**src/rtl/tdos_pkg.sv**
```systemverilog
// ----------------------------------------------------------------------------
// Train drive output shaper: shared definitions
// Types, constants and controller/datapath interface structs.
// ----------------------------------------------------------------------------
`default_nettype none

package tdos_pkg;

  // Q1.16 fractions: 65536 stands for 1.0.
  localparam logic [16:0] FRAC_ONE = 17'h10000;

  // Quotient bits produced by the divider, one per step.
  localparam int unsigned DIV_STEPS = 16;

  // Short brake pulses are stretched to this many ticks at this code.
  localparam logic [7:0]  MIN_BRAKE_CYCLES = 8'd3;
  localparam logic [15:0] MIN_BRAKE_OUTPUT = 16'd4096;

  // The holding brake percent is turned into a fraction by this divisor.
  localparam logic [14:0] HOLD_PCT_DIV = 15'd100;

  // Percent * 65536 / 100 is taken as a multiply by 655.36 scaled by 2^16 and
  // rounded up, then a 16-bit shift; the result is exact for 0 to 100.
  localparam logic [6:0]  HOLD_PCT_FULL  = 7'd100;
  localparam logic [25:0] HOLD_PCT_RECIP = 26'd42949673;

  // Configuration port address width (eight registers at 4-byte spacing).
  localparam int unsigned CFG_AW = 5;

  typedef enum logic [2:0] {
    REG_ANALOG_MIN     = 3'd0,
    REG_ANALOG_MAX     = 3'd1,
    REG_TRACTION_RISE  = 3'd2,
    REG_TRACTION_FALL  = 3'd3,
    REG_BRAKE_RISE     = 3'd4,
    REG_BRAKE_FALL     = 3'd5,
    REG_HOLD_SPEED     = 3'd6,
    REG_HOLD_PCT       = 3'd7
  } reg_idx_t;

  typedef enum logic [1:0] {
    DIR_COAST    = 2'd0,
    DIR_TRACTION = 2'd1,
    DIR_BRAKE    = 2'd2
  } dir_t;

  typedef struct packed {
    logic [15:0] analog_min;
    logic [15:0] analog_max;
    logic [15:0] traction_rise_step;
    logic [15:0] traction_fall_step;
    logic [15:0] brake_rise_step;
    logic [15:0] brake_fall_step;
    logic [16:0] hold_speed_bound;
    logic [6:0]  hold_brake_percent;
  } cfg_t;

  // Commands from the controller to the datapath.
  typedef struct packed {
    logic load;       // capture the accepted input beat
    logic div_init;   // set up the divider
    logic div_step;   // one restoring-division step
    logic hold_pass;  // second pass: holding brake fraction and level
    logic mul;        // select fraction and multiply by the analog span
    logic lvl;        // add analog_min and fold into the drive level
    logic finish;     // slew limit, update state, load the output register
  } cmd_t;

  // Status from the datapath to the controller.
  typedef struct packed {
    logic out_free;   // output register can take a new result
  } stat_t;

endpackage

`default_nettype wire

```
**src/rtl/train_drive_output_shaper_core.sv**
```systemverilog
// ----------------------------------------------------------------------------
// Train drive output shaper
// Turns an acceleration demand into drive direction, traction or brake
// fraction and a slew-limited analog drive code, once per control tick.
// ----------------------------------------------------------------------------
//
//  Port group | Role   | Beat contents
//  -----------+--------+-------------------------------------------------
//  in_*       | input  | demand, speed, traction/brake limits, cut flags
//  out_*      | output | direction (tuser), fractions, analog code, hold
//  cfg_*      | APB    | eight configuration registers at 4-byte spacing
//
//  Each beat passes through an accept state, divider setup and 16
//  divider steps, a multiply and a level step for the demand and again
//  for the holding brake, and a slew/output step. A new input beat is
//  taken as soon as the previous result sits in the output register;
//  the result step waits only while that register is full.
//  Reset is synchronous and needs no clearing pass.
//
`default_nettype none

module train_drive_output_shaper_core #(
  parameter logic [7:0]  BRAKE_MIN_CYCLES = tdos_pkg::MIN_BRAKE_CYCLES,
  parameter logic [15:0] BRAKE_MIN_OUTPUT = tdos_pkg::MIN_BRAKE_OUTPUT
) (
  input  logic                        clk,
  input  logic                        rst_n,
  // Input stream.
  input  logic                        in_tvalid,
  output logic                        in_tready,
  // [15:0] accel_demand, [31:16] train_speed, [46:32] max_traction_accel,
  // [61:47] max_brake_accel, [62] protection_cut, [63] operation_cut
  input  logic [63:0]                 in_tdata,
  // Result stream.
  output logic                        out_tvalid,
  input  logic                        out_tready,
  // [16:0] traction_fraction, [33:17] brake_fraction, [49:34] analog_drive,
  // [50] hold_active, [55:51] zero
  output logic [55:0]                 out_tdata,
  // [1:0] drive_direction
  output logic [1:0]                  out_tuser,
  // Configuration port.
  input  logic                        cfg_psel,
  input  logic                        cfg_penable,
  input  logic                        cfg_pwrite,
  input  logic [tdos_pkg::CFG_AW-1:0] cfg_paddr,
  input  logic [31:0]                 cfg_pwdata,
  output logic [31:0]                 cfg_prdata,
  output logic                        cfg_pready
);
  import tdos_pkg::*;

  cfg_t        cfg;
  cmd_t        cmd;
  stat_t       stat;
  dir_t        drive_direction;
  logic [16:0] traction_fraction;
  logic [16:0] brake_fraction;
  logic [15:0] analog_drive;
  logic        hold_active;

  assign cfg_pready = 1'b1;

  tdos_cfg u_cfg (
    .clk     (clk),
    .rst_n   (rst_n),
    .psel    (cfg_psel),
    .penable (cfg_penable),
    .pwrite  (cfg_pwrite),
    .paddr   (cfg_paddr),
    .pwdata  (cfg_pwdata),
    .prdata  (cfg_prdata),
    .cfg     (cfg)
  );

  tdos_ctrl u_ctrl (
    .clk      (clk),
    .rst_n    (rst_n),
    .in_valid (in_tvalid),
    .in_ready (in_tready),
    .stat     (stat),
    .cmd      (cmd)
  );

  tdos_dp #(
    .BRAKE_MIN_CYCLES (BRAKE_MIN_CYCLES),
    .BRAKE_MIN_OUTPUT (BRAKE_MIN_OUTPUT)
  ) u_dp (
    .clk                (clk),
    .rst_n              (rst_n),
    .cmd                (cmd),
    .cfg                (cfg),
    .accel_demand       (in_tdata[15:0]),
    .train_speed        (in_tdata[31:16]),
    .max_traction_accel (in_tdata[46:32]),
    .max_brake_accel    (in_tdata[61:47]),
    .protection_cut     (in_tdata[62]),
    .operation_cut      (in_tdata[63]),
    .out_ready          (out_tready),
    .out_valid          (out_tvalid),
    .drive_direction    (drive_direction),
    .traction_fraction  (traction_fraction),
    .brake_fraction     (brake_fraction),
    .analog_drive       (analog_drive),
    .hold_active        (hold_active),
    .stat               (stat)
  );

  assign out_tdata = {5'd0, hold_active, analog_drive, brake_fraction, traction_fraction};
  assign out_tuser = drive_direction;

endmodule

`default_nettype wire

```
**src/rtl/tdos_cfg.sv**
```systemverilog
// ----------------------------------------------------------------------------
// Train drive output shaper: configuration registers
// APB-style register file with write at the access phase and a read mux.
// ----------------------------------------------------------------------------
`default_nettype none

module tdos_cfg (
  input  logic                        clk,
  input  logic                        rst_n,
  input  logic                        psel,
  input  logic                        penable,
  input  logic                        pwrite,
  input  logic [tdos_pkg::CFG_AW-1:0] paddr,
  input  logic [31:0]                 pwdata,
  output logic [31:0]                 prdata,
  output tdos_pkg::cfg_t              cfg
);
  import tdos_pkg::*;

  cfg_t     regs_r;
  logic     wr_en;
  reg_idx_t idx;

  assign wr_en = psel & penable & pwrite;
  assign idx   = reg_idx_t'(paddr[CFG_AW-1:2]);

  always_ff @(posedge clk) begin
    if (!rst_n) begin
      regs_r.analog_min         <= 16'd0;
      regs_r.analog_max         <= 16'hFFFF;
      regs_r.traction_rise_step <= 16'hFFFF;
      regs_r.traction_fall_step <= 16'hFFFF;
      regs_r.brake_rise_step    <= 16'hFFFF;
      regs_r.brake_fall_step    <= 16'hFFFF;
      regs_r.hold_speed_bound   <= 17'd0;
      regs_r.hold_brake_percent <= 7'd0;
    end else if (wr_en) begin
      case (idx)
        REG_ANALOG_MIN:    regs_r.analog_min         <= pwdata[15:0];
        REG_ANALOG_MAX:    regs_r.analog_max         <= pwdata[15:0];
        REG_TRACTION_RISE: regs_r.traction_rise_step <= pwdata[15:0];
        REG_TRACTION_FALL: regs_r.traction_fall_step <= pwdata[15:0];
        REG_BRAKE_RISE:    regs_r.brake_rise_step    <= pwdata[15:0];
        REG_BRAKE_FALL:    regs_r.brake_fall_step    <= pwdata[15:0];
        REG_HOLD_SPEED:    regs_r.hold_speed_bound   <= pwdata[16:0];
        REG_HOLD_PCT:      regs_r.hold_brake_percent <= pwdata[6:0];
        default: begin
        end
      endcase
    end
  end

  always_comb begin
    case (idx)
      REG_ANALOG_MIN:    prdata = {16'd0, regs_r.analog_min};
      REG_ANALOG_MAX:    prdata = {16'd0, regs_r.analog_max};
      REG_TRACTION_RISE: prdata = {16'd0, regs_r.traction_rise_step};
      REG_TRACTION_FALL: prdata = {16'd0, regs_r.traction_fall_step};
      REG_BRAKE_RISE:    prdata = {16'd0, regs_r.brake_rise_step};
      REG_BRAKE_FALL:    prdata = {16'd0, regs_r.brake_fall_step};
      REG_HOLD_SPEED:    prdata = {15'd0, regs_r.hold_speed_bound};
      REG_HOLD_PCT:      prdata = {25'd0, regs_r.hold_brake_percent};
      default:           prdata = 32'd0;
    endcase
  end

  assign cfg = regs_r;

endmodule

`default_nettype wire

```
**src/rtl/tdos_ctrl.sv**
```systemverilog
// ----------------------------------------------------------------------------
// Train drive output shaper: controller
// Sequences one divide and two multiply/level passes per beat, then the
// slew stage.
// ----------------------------------------------------------------------------
`default_nettype none

module tdos_ctrl (
  input  logic            clk,
  input  logic            rst_n,
  input  logic            in_valid,
  output logic            in_ready,
  input  tdos_pkg::stat_t stat,
  output tdos_pkg::cmd_t  cmd
);
  import tdos_pkg::*;

  localparam int unsigned     CNT_W    = $clog2(DIV_STEPS);
  localparam logic [CNT_W-1:0] CNT_LAST = CNT_W'(DIV_STEPS - 1);

  typedef enum logic [2:0] {
    S_IDLE,
    S_DINIT,
    S_DIV,
    S_MUL,
    S_LVL,
    S_DONE
  } state_t;

  state_t           state_r;
  logic             pass_r;
  logic [CNT_W-1:0] cnt_r;

  always_ff @(posedge clk) begin
    if (!rst_n) begin
      state_r <= S_IDLE;
      pass_r  <= 1'b0;
      cnt_r   <= '0;
    end else begin
      case (state_r)
        S_IDLE: begin
          if (in_valid) begin
            pass_r  <= 1'b0;
            state_r <= S_DINIT;
          end
        end
        S_DINIT: begin
          cnt_r   <= '0;
          state_r <= S_DIV;
        end
        S_DIV: begin
          if (cnt_r == CNT_LAST) begin
            state_r <= S_MUL;
          end else begin
            cnt_r <= cnt_r + 1'b1;
          end
        end
        S_MUL: begin
          state_r <= S_LVL;
        end
        S_LVL: begin
          // The first pass handles the demand, the second the holding brake.
          if (pass_r) begin
            state_r <= S_DONE;
          end else begin
            pass_r  <= 1'b1;
            state_r <= S_MUL;
          end
        end
        S_DONE: begin
          if (stat.out_free) begin
            state_r <= S_IDLE;
          end
        end
        default: begin
          state_r <= S_IDLE;
        end
      endcase
    end
  end

  always_comb begin
    in_ready      = (state_r == S_IDLE);
    cmd.load      = in_valid & in_ready;
    cmd.div_init  = (state_r == S_DINIT);
    cmd.div_step  = (state_r == S_DIV);
    cmd.hold_pass = pass_r;
    cmd.mul       = (state_r == S_MUL);
    cmd.lvl       = (state_r == S_LVL);
    cmd.finish    = (state_r == S_DONE) & stat.out_free;
  end

endmodule

`default_nettype wire

```
**src/rtl/tdos_dp.sv**
```systemverilog
// ----------------------------------------------------------------------------
// Train drive output shaper: datapath
// Direction decision, restoring divider, holding brake fraction, span
// multiplier, holding brake merge, slew limiter, tick state and the output
// register.
// ----------------------------------------------------------------------------
`default_nettype none

module tdos_dp #(
  parameter logic [7:0]  BRAKE_MIN_CYCLES = tdos_pkg::MIN_BRAKE_CYCLES,
  parameter logic [15:0] BRAKE_MIN_OUTPUT = tdos_pkg::MIN_BRAKE_OUTPUT
) (
  input  logic            clk,
  input  logic            rst_n,
  input  tdos_pkg::cmd_t  cmd,
  input  tdos_pkg::cfg_t  cfg,
  input  logic [15:0]     accel_demand,
  input  logic [15:0]     train_speed,
  input  logic [14:0]     max_traction_accel,
  input  logic [14:0]     max_brake_accel,
  input  logic            protection_cut,
  input  logic            operation_cut,
  input  logic            out_ready,
  output logic            out_valid,
  output tdos_pkg::dir_t  drive_direction,
  output logic [16:0]     traction_fraction,
  output logic [16:0]     brake_fraction,
  output logic [15:0]     analog_drive,
  output logic            hold_active,
  output tdos_pkg::stat_t stat
);
  import tdos_pkg::*;

  // Per-beat registers.
  dir_t        dir0_r;
  logic        dem_r;
  logic        stretch_r;
  logic        hold_r;
  logic [15:0] mag_r;
  logic [14:0] maxv_r;
  logic [16:0] hold_frac_r;

  // Divider.
  logic [15:0] rem_r;
  logic [14:0] dvs_r;
  logic [15:0] quo_r;
  logic        cap_r;
  logic        zero_r;

  // Fractions, product and drive level.
  logic [16:0] frac_r;
  logic [16:0] frac1_r;
  logic [16:0] hfrac_r;
  logic [32:0] prod_r;
  logic [15:0] analog_r;

  // Tick-to-tick state.
  logic [15:0] last_analog_r;
  dir_t        last_dir_r;
  logic [7:0]  run_cnt_r;

  // Output register.
  logic        out_valid_r;
  dir_t        out_dir_r;
  logic [16:0] out_tfrac_r;
  logic [16:0] out_bfrac_r;
  logic [15:0] out_analog_r;
  logic        out_hold_r;

  // Load decision.
  logic        positive;
  logic        negative;
  logic        stretch_ok;
  logic [7:0]  run_inc;
  logic [15:0] neg_mag;
  dir_t        dir0_nxt;
  logic        hold_nxt;
  logic [6:0]  hold_pct;
  logic [32:0] hold_prod;
  logic [16:0] hold_frac;

  // Divider and multiplier logic.
  logic [15:0] rem_init;
  logic [14:0] dvs_init;
  logic [16:0] rem2;
  logic [16:0] div_frac;
  logic [16:0] fsel;
  logic [15:0] span;
  logic [16:0] level_sum;
  logic [15:0] level;

  // Slew limiter.
  dir_t        dir_f;
  logic        rising;
  logic [15:0] step;
  logic [15:0] fall_max;
  logic [15:0] up_diff;
  logic [15:0] dn_diff;
  logic [15:0] slew_res;

  always_comb begin
    positive   = (accel_demand != 16'd0) && !accel_demand[15] &&
                 !(protection_cut | operation_cut);
    negative   = accel_demand[15];
    stretch_ok = (last_dir_r == DIR_BRAKE) && (run_cnt_r != 8'd0) &&
                 (run_cnt_r < BRAKE_MIN_CYCLES);
    run_inc    = (run_cnt_r == 8'hFF) ? run_cnt_r : run_cnt_r + 8'd1;
    neg_mag    = ~accel_demand + 16'd1;
    if (positive) begin
      dir0_nxt = DIR_TRACTION;
    end else if (negative || stretch_ok) begin
      dir0_nxt = DIR_BRAKE;
    end else begin
      dir0_nxt = DIR_COAST;
    end
    hold_nxt = (cfg.hold_speed_bound != 17'd0) &&
               ({1'b0, train_speed} < cfg.hold_speed_bound) &&
               (dir0_nxt != DIR_TRACTION);
    // Percents above hundred count as hundred.
    hold_pct  = (cfg.hold_brake_percent > HOLD_PCT_FULL) ?
                HOLD_PCT_FULL : cfg.hold_brake_percent;
    hold_prod = 33'(hold_pct) * 33'(HOLD_PCT_RECIP);
    hold_frac = hold_prod[32:16];
  end

  always_comb begin
    rem_init = mag_r;
    dvs_init = maxv_r;
    rem2 = {rem_r, 1'b0};
    if (zero_r) begin
      div_frac = 17'd0;
    end else if (cap_r) begin
      div_frac = FRAC_ONE;
    end else begin
      div_frac = {1'b0, quo_r};
    end
    // The holding brake raises the brake fraction, never lowers it.
    if (cmd.hold_pass) begin
      fsel = (hold_frac_r > frac1_r) ? hold_frac_r : frac1_r;
    end else begin
      fsel = dem_r ? div_frac : 17'd0;
    end
    span      = (cfg.analog_max > cfg.analog_min) ?
                cfg.analog_max - cfg.analog_min : 16'd0;
    level_sum = {1'b0, cfg.analog_min} + prod_r[32:16];
    level     = level_sum[15:0];
  end

  always_comb begin
    dir_f    = hold_r ? DIR_BRAKE : dir0_r;
    rising   = analog_r >= last_analog_r;
    fall_max = (cfg.traction_fall_step > cfg.brake_fall_step) ?
               cfg.traction_fall_step : cfg.brake_fall_step;
    case (dir_f)
      DIR_TRACTION: step = rising ? cfg.traction_rise_step : cfg.traction_fall_step;
      DIR_BRAKE:    step = rising ? cfg.brake_rise_step : cfg.brake_fall_step;
      default:      step = fall_max;
    endcase
    up_diff = analog_r - last_analog_r;
    dn_diff = last_analog_r - analog_r;
    if (rising && (up_diff >= step)) begin
      slew_res = last_analog_r + step;
    end else if ((last_analog_r >= analog_r) && (dn_diff >= step)) begin
      slew_res = last_analog_r - step;
    end else begin
      slew_res = analog_r;
    end
  end

  // Beat capture and the brake run counter.
  always_ff @(posedge clk) begin
    if (!rst_n) begin
      run_cnt_r <= 8'd0;
    end else if (cmd.load) begin
      if (positive) begin
        run_cnt_r <= 8'd0;
      end else if (negative || stretch_ok) begin
        run_cnt_r <= run_inc;
      end else begin
        run_cnt_r <= 8'd0;
      end
    end
  end

  always_ff @(posedge clk) begin
    if (cmd.load) begin
      dir0_r      <= dir0_nxt;
      dem_r       <= positive | negative;
      stretch_r   <= !positive && !negative && stretch_ok;
      hold_r      <= hold_nxt;
      mag_r       <= positive ? accel_demand : neg_mag;
      maxv_r      <= positive ? max_traction_accel : max_brake_accel;
      hold_frac_r <= hold_frac;
    end
  end

  // Restoring division; the quotient only matters when it stays below one.
  always_ff @(posedge clk) begin
    if (cmd.div_init) begin
      rem_r  <= rem_init;
      dvs_r  <= dvs_init;
      quo_r  <= 16'd0;
      cap_r  <= rem_init >= {1'b0, dvs_init};
      zero_r <= (dvs_init == 15'd0);
    end else if (cmd.div_step) begin
      if (rem2 >= {2'b0, dvs_r}) begin
        rem_r <= rem2[15:0] - {1'b0, dvs_r};
        quo_r <= {quo_r[14:0], 1'b1};
      end else begin
        rem_r <= rem2[15:0];
        quo_r <= {quo_r[14:0], 1'b0};
      end
    end
  end

  always_ff @(posedge clk) begin
    if (cmd.mul) begin
      frac_r <= fsel;
      prod_r <= 33'(span) * 33'(fsel);
    end
  end

  always_ff @(posedge clk) begin
    if (cmd.lvl) begin
      if (!cmd.hold_pass) begin
        frac1_r <= frac_r;
        if (dem_r) begin
          analog_r <= level;
        end else if (stretch_r) begin
          analog_r <= BRAKE_MIN_OUTPUT;
        end else begin
          analog_r <= 16'd0;
        end
      end else if (hold_r) begin
        hfrac_r <= frac_r;
        if (level > analog_r) begin
          analog_r <= level;
        end
      end
    end
  end

  // Tick state and output valid.
  always_ff @(posedge clk) begin
    if (!rst_n) begin
      last_analog_r <= 16'd0;
      last_dir_r    <= DIR_COAST;
      out_valid_r   <= 1'b0;
    end else if (cmd.finish) begin
      last_analog_r <= slew_res;
      last_dir_r    <= dir_f;
      out_valid_r   <= 1'b1;
    end else if (out_ready) begin
      out_valid_r <= 1'b0;
    end
  end

  always_ff @(posedge clk) begin
    if (cmd.finish) begin
      out_dir_r    <= dir_f;
      out_tfrac_r  <= (dir0_r == DIR_TRACTION) ? frac1_r : 17'd0;
      out_analog_r <= slew_res;
      out_hold_r   <= hold_r;
      if (hold_r) begin
        out_bfrac_r <= hfrac_r;
      end else begin
        out_bfrac_r <= (dir0_r == DIR_BRAKE) ? frac1_r : 17'd0;
      end
    end
  end

  assign out_valid         = out_valid_r;
  assign drive_direction   = out_dir_r;
  assign traction_fraction = out_tfrac_r;
  assign brake_fraction    = out_bfrac_r;
  assign analog_drive      = out_analog_r;
  assign hold_active       = out_hold_r;
  assign stat.out_free     = !out_valid_r || out_ready;

endmodule

`default_nettype wire

```
**config.mk**
```make
export PLATFORM = sky130hd
export DESIGN_NAME = train_drive_output_shaper_core
export DESIGN_NICKNAME = d
export VERILOG_FILES = /design/src/rtl/tdos_pkg.sv /design/src/rtl/train_drive_output_shaper_core.sv /design/src/rtl/tdos_cfg.sv /design/src/rtl/tdos_ctrl.sv /design/src/rtl/tdos_dp.sv
export SDC_FILE = /design/constraint.sdc
export NUM_CORES = 2
export LEC_CHECK = 0
export ABC_AREA = 0
export BUFFER_PORTS_ARGS = -buffer_cell sky130_fd_sc_hd__buf_2
export CORE_MARGIN = 10
export CORE_UTILIZATION = 45
export DETAILED_ROUTE_END_ITERATION = 8
export GPL_TIMING_DRIVEN = 0
export PLACE_DENSITY_LB_ADDON = 0.05
export SLEW_MARGIN = 20
export SYNTH_ARGS = -nofsm -noshare
export SYNTH_HDL_FRONTEND = slang
export SYNTH_HIERARCHICAL = 1
export SYNTH_SLANG_ARGS = --single-unit
```
**constraint.sdc**
```tcl
create_clock -name clk -period 17.2 [get_ports clk]
set_input_delay 0.86 -clock clk [delete_from_list [all_inputs] [get_ports clk]]
set_output_delay 0.86 -clock clk [all_outputs]
set_load 0.02 [all_outputs]
```
# == Word-level counts from Yosys, hierarchy flattened ==
# Index checks and enable logic that the tools add are counted.
# classes
add_sub_neg,10
multipliers,2
div_mod_pow,0
magnitude_cmp,13
eq_ne,27
shifts,0
muxes,44
bitwise,8
reduce_logical,40
# ops
cell,n
$pmux 32 s8,1
$mux 16,14
$mux 17,7
$ge 16x16->1,4
$sub 16x16->16,4
$gt 16x16->1,3
$mul 7x26->33 const B,1
$add 16x16->16,2
$mul 16x17->32,1
$pmux 16 s2,1
$mux 8,3
$reduce_and 2->1,12
$eq 3x3->1 const B,6
$pmux 3 s6,1
$ge 17x15->1,1
$gt 17x17->1,1
$lt 16x17->1,1
$reduce_bool 17->1,1
$add 16x1->16 const B,1
$ge 16x15->1,1
$not 16->16,1
$reduce_bool 16->1,1
$sub 16x15->16,1
$logic_not 15->1,1
32 further kinds,74
# word_totals
regBits,409
latchBits,0
ram_bits,0
mem_bits_ro,0
inputBits,108
out_inout_bits,93
word_cells,181
mem_count,0

# == Logic depth before layout (Yosys ltp) ==
# logic_depth
depth_word,8
ltp_mapped,38
depth_no_buf,38

# == By module ==
# Netlist, hierarchy kept.
# by_module_without_submodules
module,n_inst,cells_each,area_per_inst_um2,seq_area_each_um2
tdos_dp,1,3207,29663.4,7527.2
tdos_cfg,1,646,5795.6,2402.3
tdos_ctrl,1,61,481.7,160.2
train_drive_output_shaper_core,1,9,60.1,0.0

# == Least setup slack after synthesis ==
# Ideal clock, no wire load.
# synth_path
path_kind,register to register
start,reg u_cfg.regs_r (netlist bit u_cfg/cfg[88])
end,"reg u_dp.prod_r[29], data pin"
setup_time_ps,260
arrival_time_ps,7585
t_required_ps,16940
setup_slack_ps,9355
path_stages_with_launch,36
path_buffers,3
synth_period_minus_slack_ps,7845
path_cell_list,dfxtp_1 -> inv_1 -> ha_1 -> fa_1 -> nand2b_1 -> a21boi_1 -> o21ai_0 -> a21oi_1 -> a21oi_2 -> nor2_1 -> clkbuf_1 -> clkbuf_1 -> clkbuf_1 -> nand3_1 -> fa_1 -> inv_1 -> fa_1 -> inv_1 -> fa_1 -> inv_1 -> fa_1 -> fa_1 -> inv_1 -> fa_1 -> inv_1 -> ha_1 -> a21o_1 -> a21oi_1 -> nor2_1 -> nor2_1 -> o21ai_0 -> a21oi_1 -> o21bai_1 -> a221o_1 -> a21oi_1 -> xnor2_1
# synth_between
elab_chain_cells,3
elab_cells_between_ends,4
classes_between,1 x add/sub; 1 x mul; 1 x order compare; 1 x mux
# synth_lines
element,line,text
start: declaration,tdos_cfg.sv:20,cfg_t regs_r;
$sub 16x16->16 / $gt 16x16->1 (equally long branches),"tdos_dp.sv:144, tdos_dp.sv:143",
$mux 16 *,tdos_dp.sv:143,span = (cfg.analog_max > cfg.analog_min) ?
$mul 16x17->32 *,tdos_dp.sv:219,prod_r <= 33'(span) * 33'(fsel);
end signal: assignment,tdos_dp.sv:219,
end: declaration,tdos_dp.sv:54,logic [32:0] prod_r;
# Mark *: on every way between the ends. The rest lies on a longest branch, timed or not.
# A chain may end at the register's enable or synchronous reset.

# == Final worst setup path ==
# layout_path
start,reg u_cfg.regs_r (netlist bit u_cfg/cfg[113])
end,"reg u_dp.prod_r[31], data pin"
# The elaborated chain is that of the path after synthesis.

==> results.yml <==
synth:
  yosysTopAreaCellShare_pct: 18.5
  syn_area_sq_um: 36000
  ys_seq_area_share_pct: 28.0
  synth_compound_area_share_pct: 14.1
  synth_fa_ha_area_share_pct: 27.2
  yosysUniqueCellTypes: 97
  synth-seq-cells: 393
  synthSimpleGateAreaFrac_pct: 15.0
  yosys.area_share.xor_xnor_pct: 2.87
  synth_common_cells: "529 x inv_1, 408 x nand2_1, 400 x ha_1"
  async_flop_share_pct: 0
  yosysMostFrequentCell: "inv_1"
  synth_edf_count: 222
  synthMuxAreaShare_pct: 4.59
  ys.warnings.count: 6
  syn_avg_cell_area_sq_um: 9.18
  synth_top_family_by_area: "adder cells"
  synthFlopType: "edfxtp_1"
  synth_top_area_cell: "edfxtp_1"
  synth.area.top_cells: "edfxtp_1 19%, ha_1 14%, fa_1 13%"
  netlist_instances: 3923
clock_tree:
  cts_sinks: 393
  root_buffer: "clkbuf_16"
  numCtsBuffers: 49
  clockBufferDepth: 3
  htree_levels: 2
  postCtsSetupRepairBufs: 0
  clock_latency_ns: 0.62
  cts_resized: 0
  cts_hold_buf: 0
  cts_tree: "built"
  path_clk_slew_ns: 0.06
worst_setup_path:
  cp_max_fo: 10
  cp_slowest_stage_delay_ns: 0.59
  rr_worst_depth: 35
  r2r-start: "u_cfg/cfg[113]"
  crit_path_top_delay_cell: "clkbuf_1"
  cp-start-kind: "flop"
  path_class: "reg -> reg"
  cp.depth: 35
  crit_path_start: "u_cfg/cfg[113]"
  crit_top_cell: "fa_1"
  cp_num_buf_inv: 8
  cp.arrival_ns: 10.26
  worstPathRequired_ns: 17.56
  crit_family: "adder cells"
  end_kind: "flop"
placement:
  postPlaceCellArea_sq_um: 38300
  place.gp.congestion: 0.945
  hpwlAfterDp_um: 93000
  placedCellCount: 5159
  io_buffers: 162
power_and_ir_drop:
  seqPwrFrac_pct: 38.2
  p_leak_nw: 19.1
  p_sw_uw: 910
  comb_power_share_pct: 25.0
  ir_drop_mv: 0.0656
  p_sw_share_pct: 32.1
  p_int_mw: 1.93
  power_mw: 2.84
  clkPwrFrac_pct: 36.8
  p_per_area_nw_per_um2: 71.1
sta:
  fin_crit_ns: 9.90
  min_period_over_period_pct: 57.6
  drv_slew: 0
  finalHoldViolCount: 0
  rsz0062_at_grt: "no"
  worst_pin_slew_ns: 1.01
  fmax_mhz: 101
  slew_headroom_pct: 31.9
  clock_skew_ns: 0.0581
  tns_ns: 0
  setup_viol: 0
grt:
  first_global_vias: 28600
  grt-ovfl-total: 0
  grt_busiest_layer: "met2"
  use_met2_pct: 38.5
  grtUsageMet3_pct: 4.79
  grt_pass1_wl_um: 173000
  use_met1_pct: 34.2
  grtUsageTotal_pct: 24.6
  antenna_found_initial: 2
  grt_max_degree: 50
route:
  drt-total-wl_um: 114000
  wl_per_cell_um: 21.8
  drc: 0
  via_per_inst: 5.49
  antenna_left: 0
  dr.pass1.iters: 5
  drt-initial-drc-count: 2395
  vias: 28800
min_path:
  hold_path_class: "reg -> reg"
  hold_depth: 0
  holdCritStartpoint: "u_dp/frac_r[3]"
final_layout:
  fill_cells: 7707
  post-route-cell-area_sq_um: 39900
  finalCoreUtilization_pct: 50.5
  nets: 4907
  layout-drive-gt1-share_pct: 9.62
  syn_to_final_growth_pct: 11.0
  antennaDiodeCount: 0
  fin_cells: 5250
run_status:
  status: "completed"
die:
  io_pins: 201
  die_w_um: 303
  die_area_sq_um: 91700
  initial_core_util_pct: 45.5
  die_h_um: 303
  row_count: 103
  coreArea_sq_um: 79100
job:
  max-cap-violations: 0
==> area by class of cell <==
class                   instances  area (sq um)  area share [%]
multi-input cells            2825         23100            57.8
flip-flops and latches        393         10100            25.3
inverters                     535          2010            5.03
clock buffers                  65          1330            3.32
well taps                    1050          1310            3.29
plain buffers                 188           921            2.31
repair buffers                168           908            2.27
clock inverters                26           290           0.727
==> stage by stage <==
step | worst slack (ns) | hold slack, ns
after floorplan | 9.36 | 0.421
after global placement | 7.53 | 0.424
after detailed placement | 7.50 | 0.431
after CTS | 7.52 | 0.414
after global routing | 6.80 | 0.439
final | 7.30 | 0.418
==> worst reg2reg max path: cells and delay by family (launching register included) <==
kind / cells / cell delay [ns]
AO/OA/AOI/OAI: 11 / 2.66
XOR/XNOR: 2 / 0.29
adder cells (fa/ha/maj): 8 / 3.77
buffers and inverters: 8 / 1.45
flip-flops: 1 / 0.55
AND/OR/NAND/NOR: 6 / 0.92
==> logic make-up (layout without fill, tap and decap cells) <==
family	after synthesis	count (layout)
AND/OR/NAND/NOR	1140	1140
AO/OA/AOI/OAI	745	745
buffers and inverters	723	982
adder cells (fa/ha/maj)	639	639
flip-flops	393	393
multiplexers	162	162
XOR/XNOR	118	118
other	3	21
==> per-layer routing <==
metal	part of all wire [%]	vias to the layer above	wire [um]
li1	-	13800	-
met1	45	13900	51700
met2	44	928	50400
met3	7.6	180	8640
met4	3.0	2	3460
met5	0.011	-	13
==> sequential cells by signal (all words and copies together) (netlist names), 3 cells and up <==
signal / cells
u_cfg/cfg: 120
u_dp/brake_fraction: 17
u_dp/frac1_r: 17
u_dp/frac_r: 17
u_dp/hfrac_r: 17
u_dp/hold_frac_r: 17
u_dp/traction_fraction: 17
u_dp/analog_drive: 16
u_dp/analog_r: 16
u_dp/last_analog_r: 16
u_dp/mag_r: 16
u_dp/prod_r: 16
u_dp/quo_r: 16
u_dp/rem_r: 16
u_dp/dvs_init: 15
u_dp/dvs_r: 15
u_dp/run_cnt_r: 8
u_ctrl/cnt_r: 4
u_ctrl/state_r: 3
==> cell usage in the layout (no fill, tap or decap), types with 123 or more instances in the layout <==
cell type  count
inv_1        529
nand2_1      408
ha_1         400
nor2_1       251
fa_1         239
edfxtp_1     222
buf_2        202
a21oi_1      185
dfxtp_1      171
mux2i_1      136
o21ai_0      123
==> final timing paths <==
path | endpoint | slack [ns]
worst max-delay path | u_dp/prod_r[31] | 7.30
worst min-delay path | u_dp/hfrac_r[3] | 0.42
worst max register to register | u_dp/prod_r[31] | 7.30
worst min register to register | u_dp/hfrac_r[3] | 0.42
==> power by group through the flow <==
| stage | clock [mW] | combinational [mW] | sequential [mW] |
|---|---|---|---|
| after floorplan | 0 | 0.494 | 1.09 |
| after global placement | 0 | 0.692 | 1.11 |
| after detailed placement | 0 | 0.700 | 1.10 |
| after CTS | 1.07 | 0.705 | 1.08 |
| after global routing | 1.10 | 0.793 | 1.09 |
| final | 1.05 | 0.709 | 1.08 |
No activity file was read; power rests on OpenSTA's default activity.
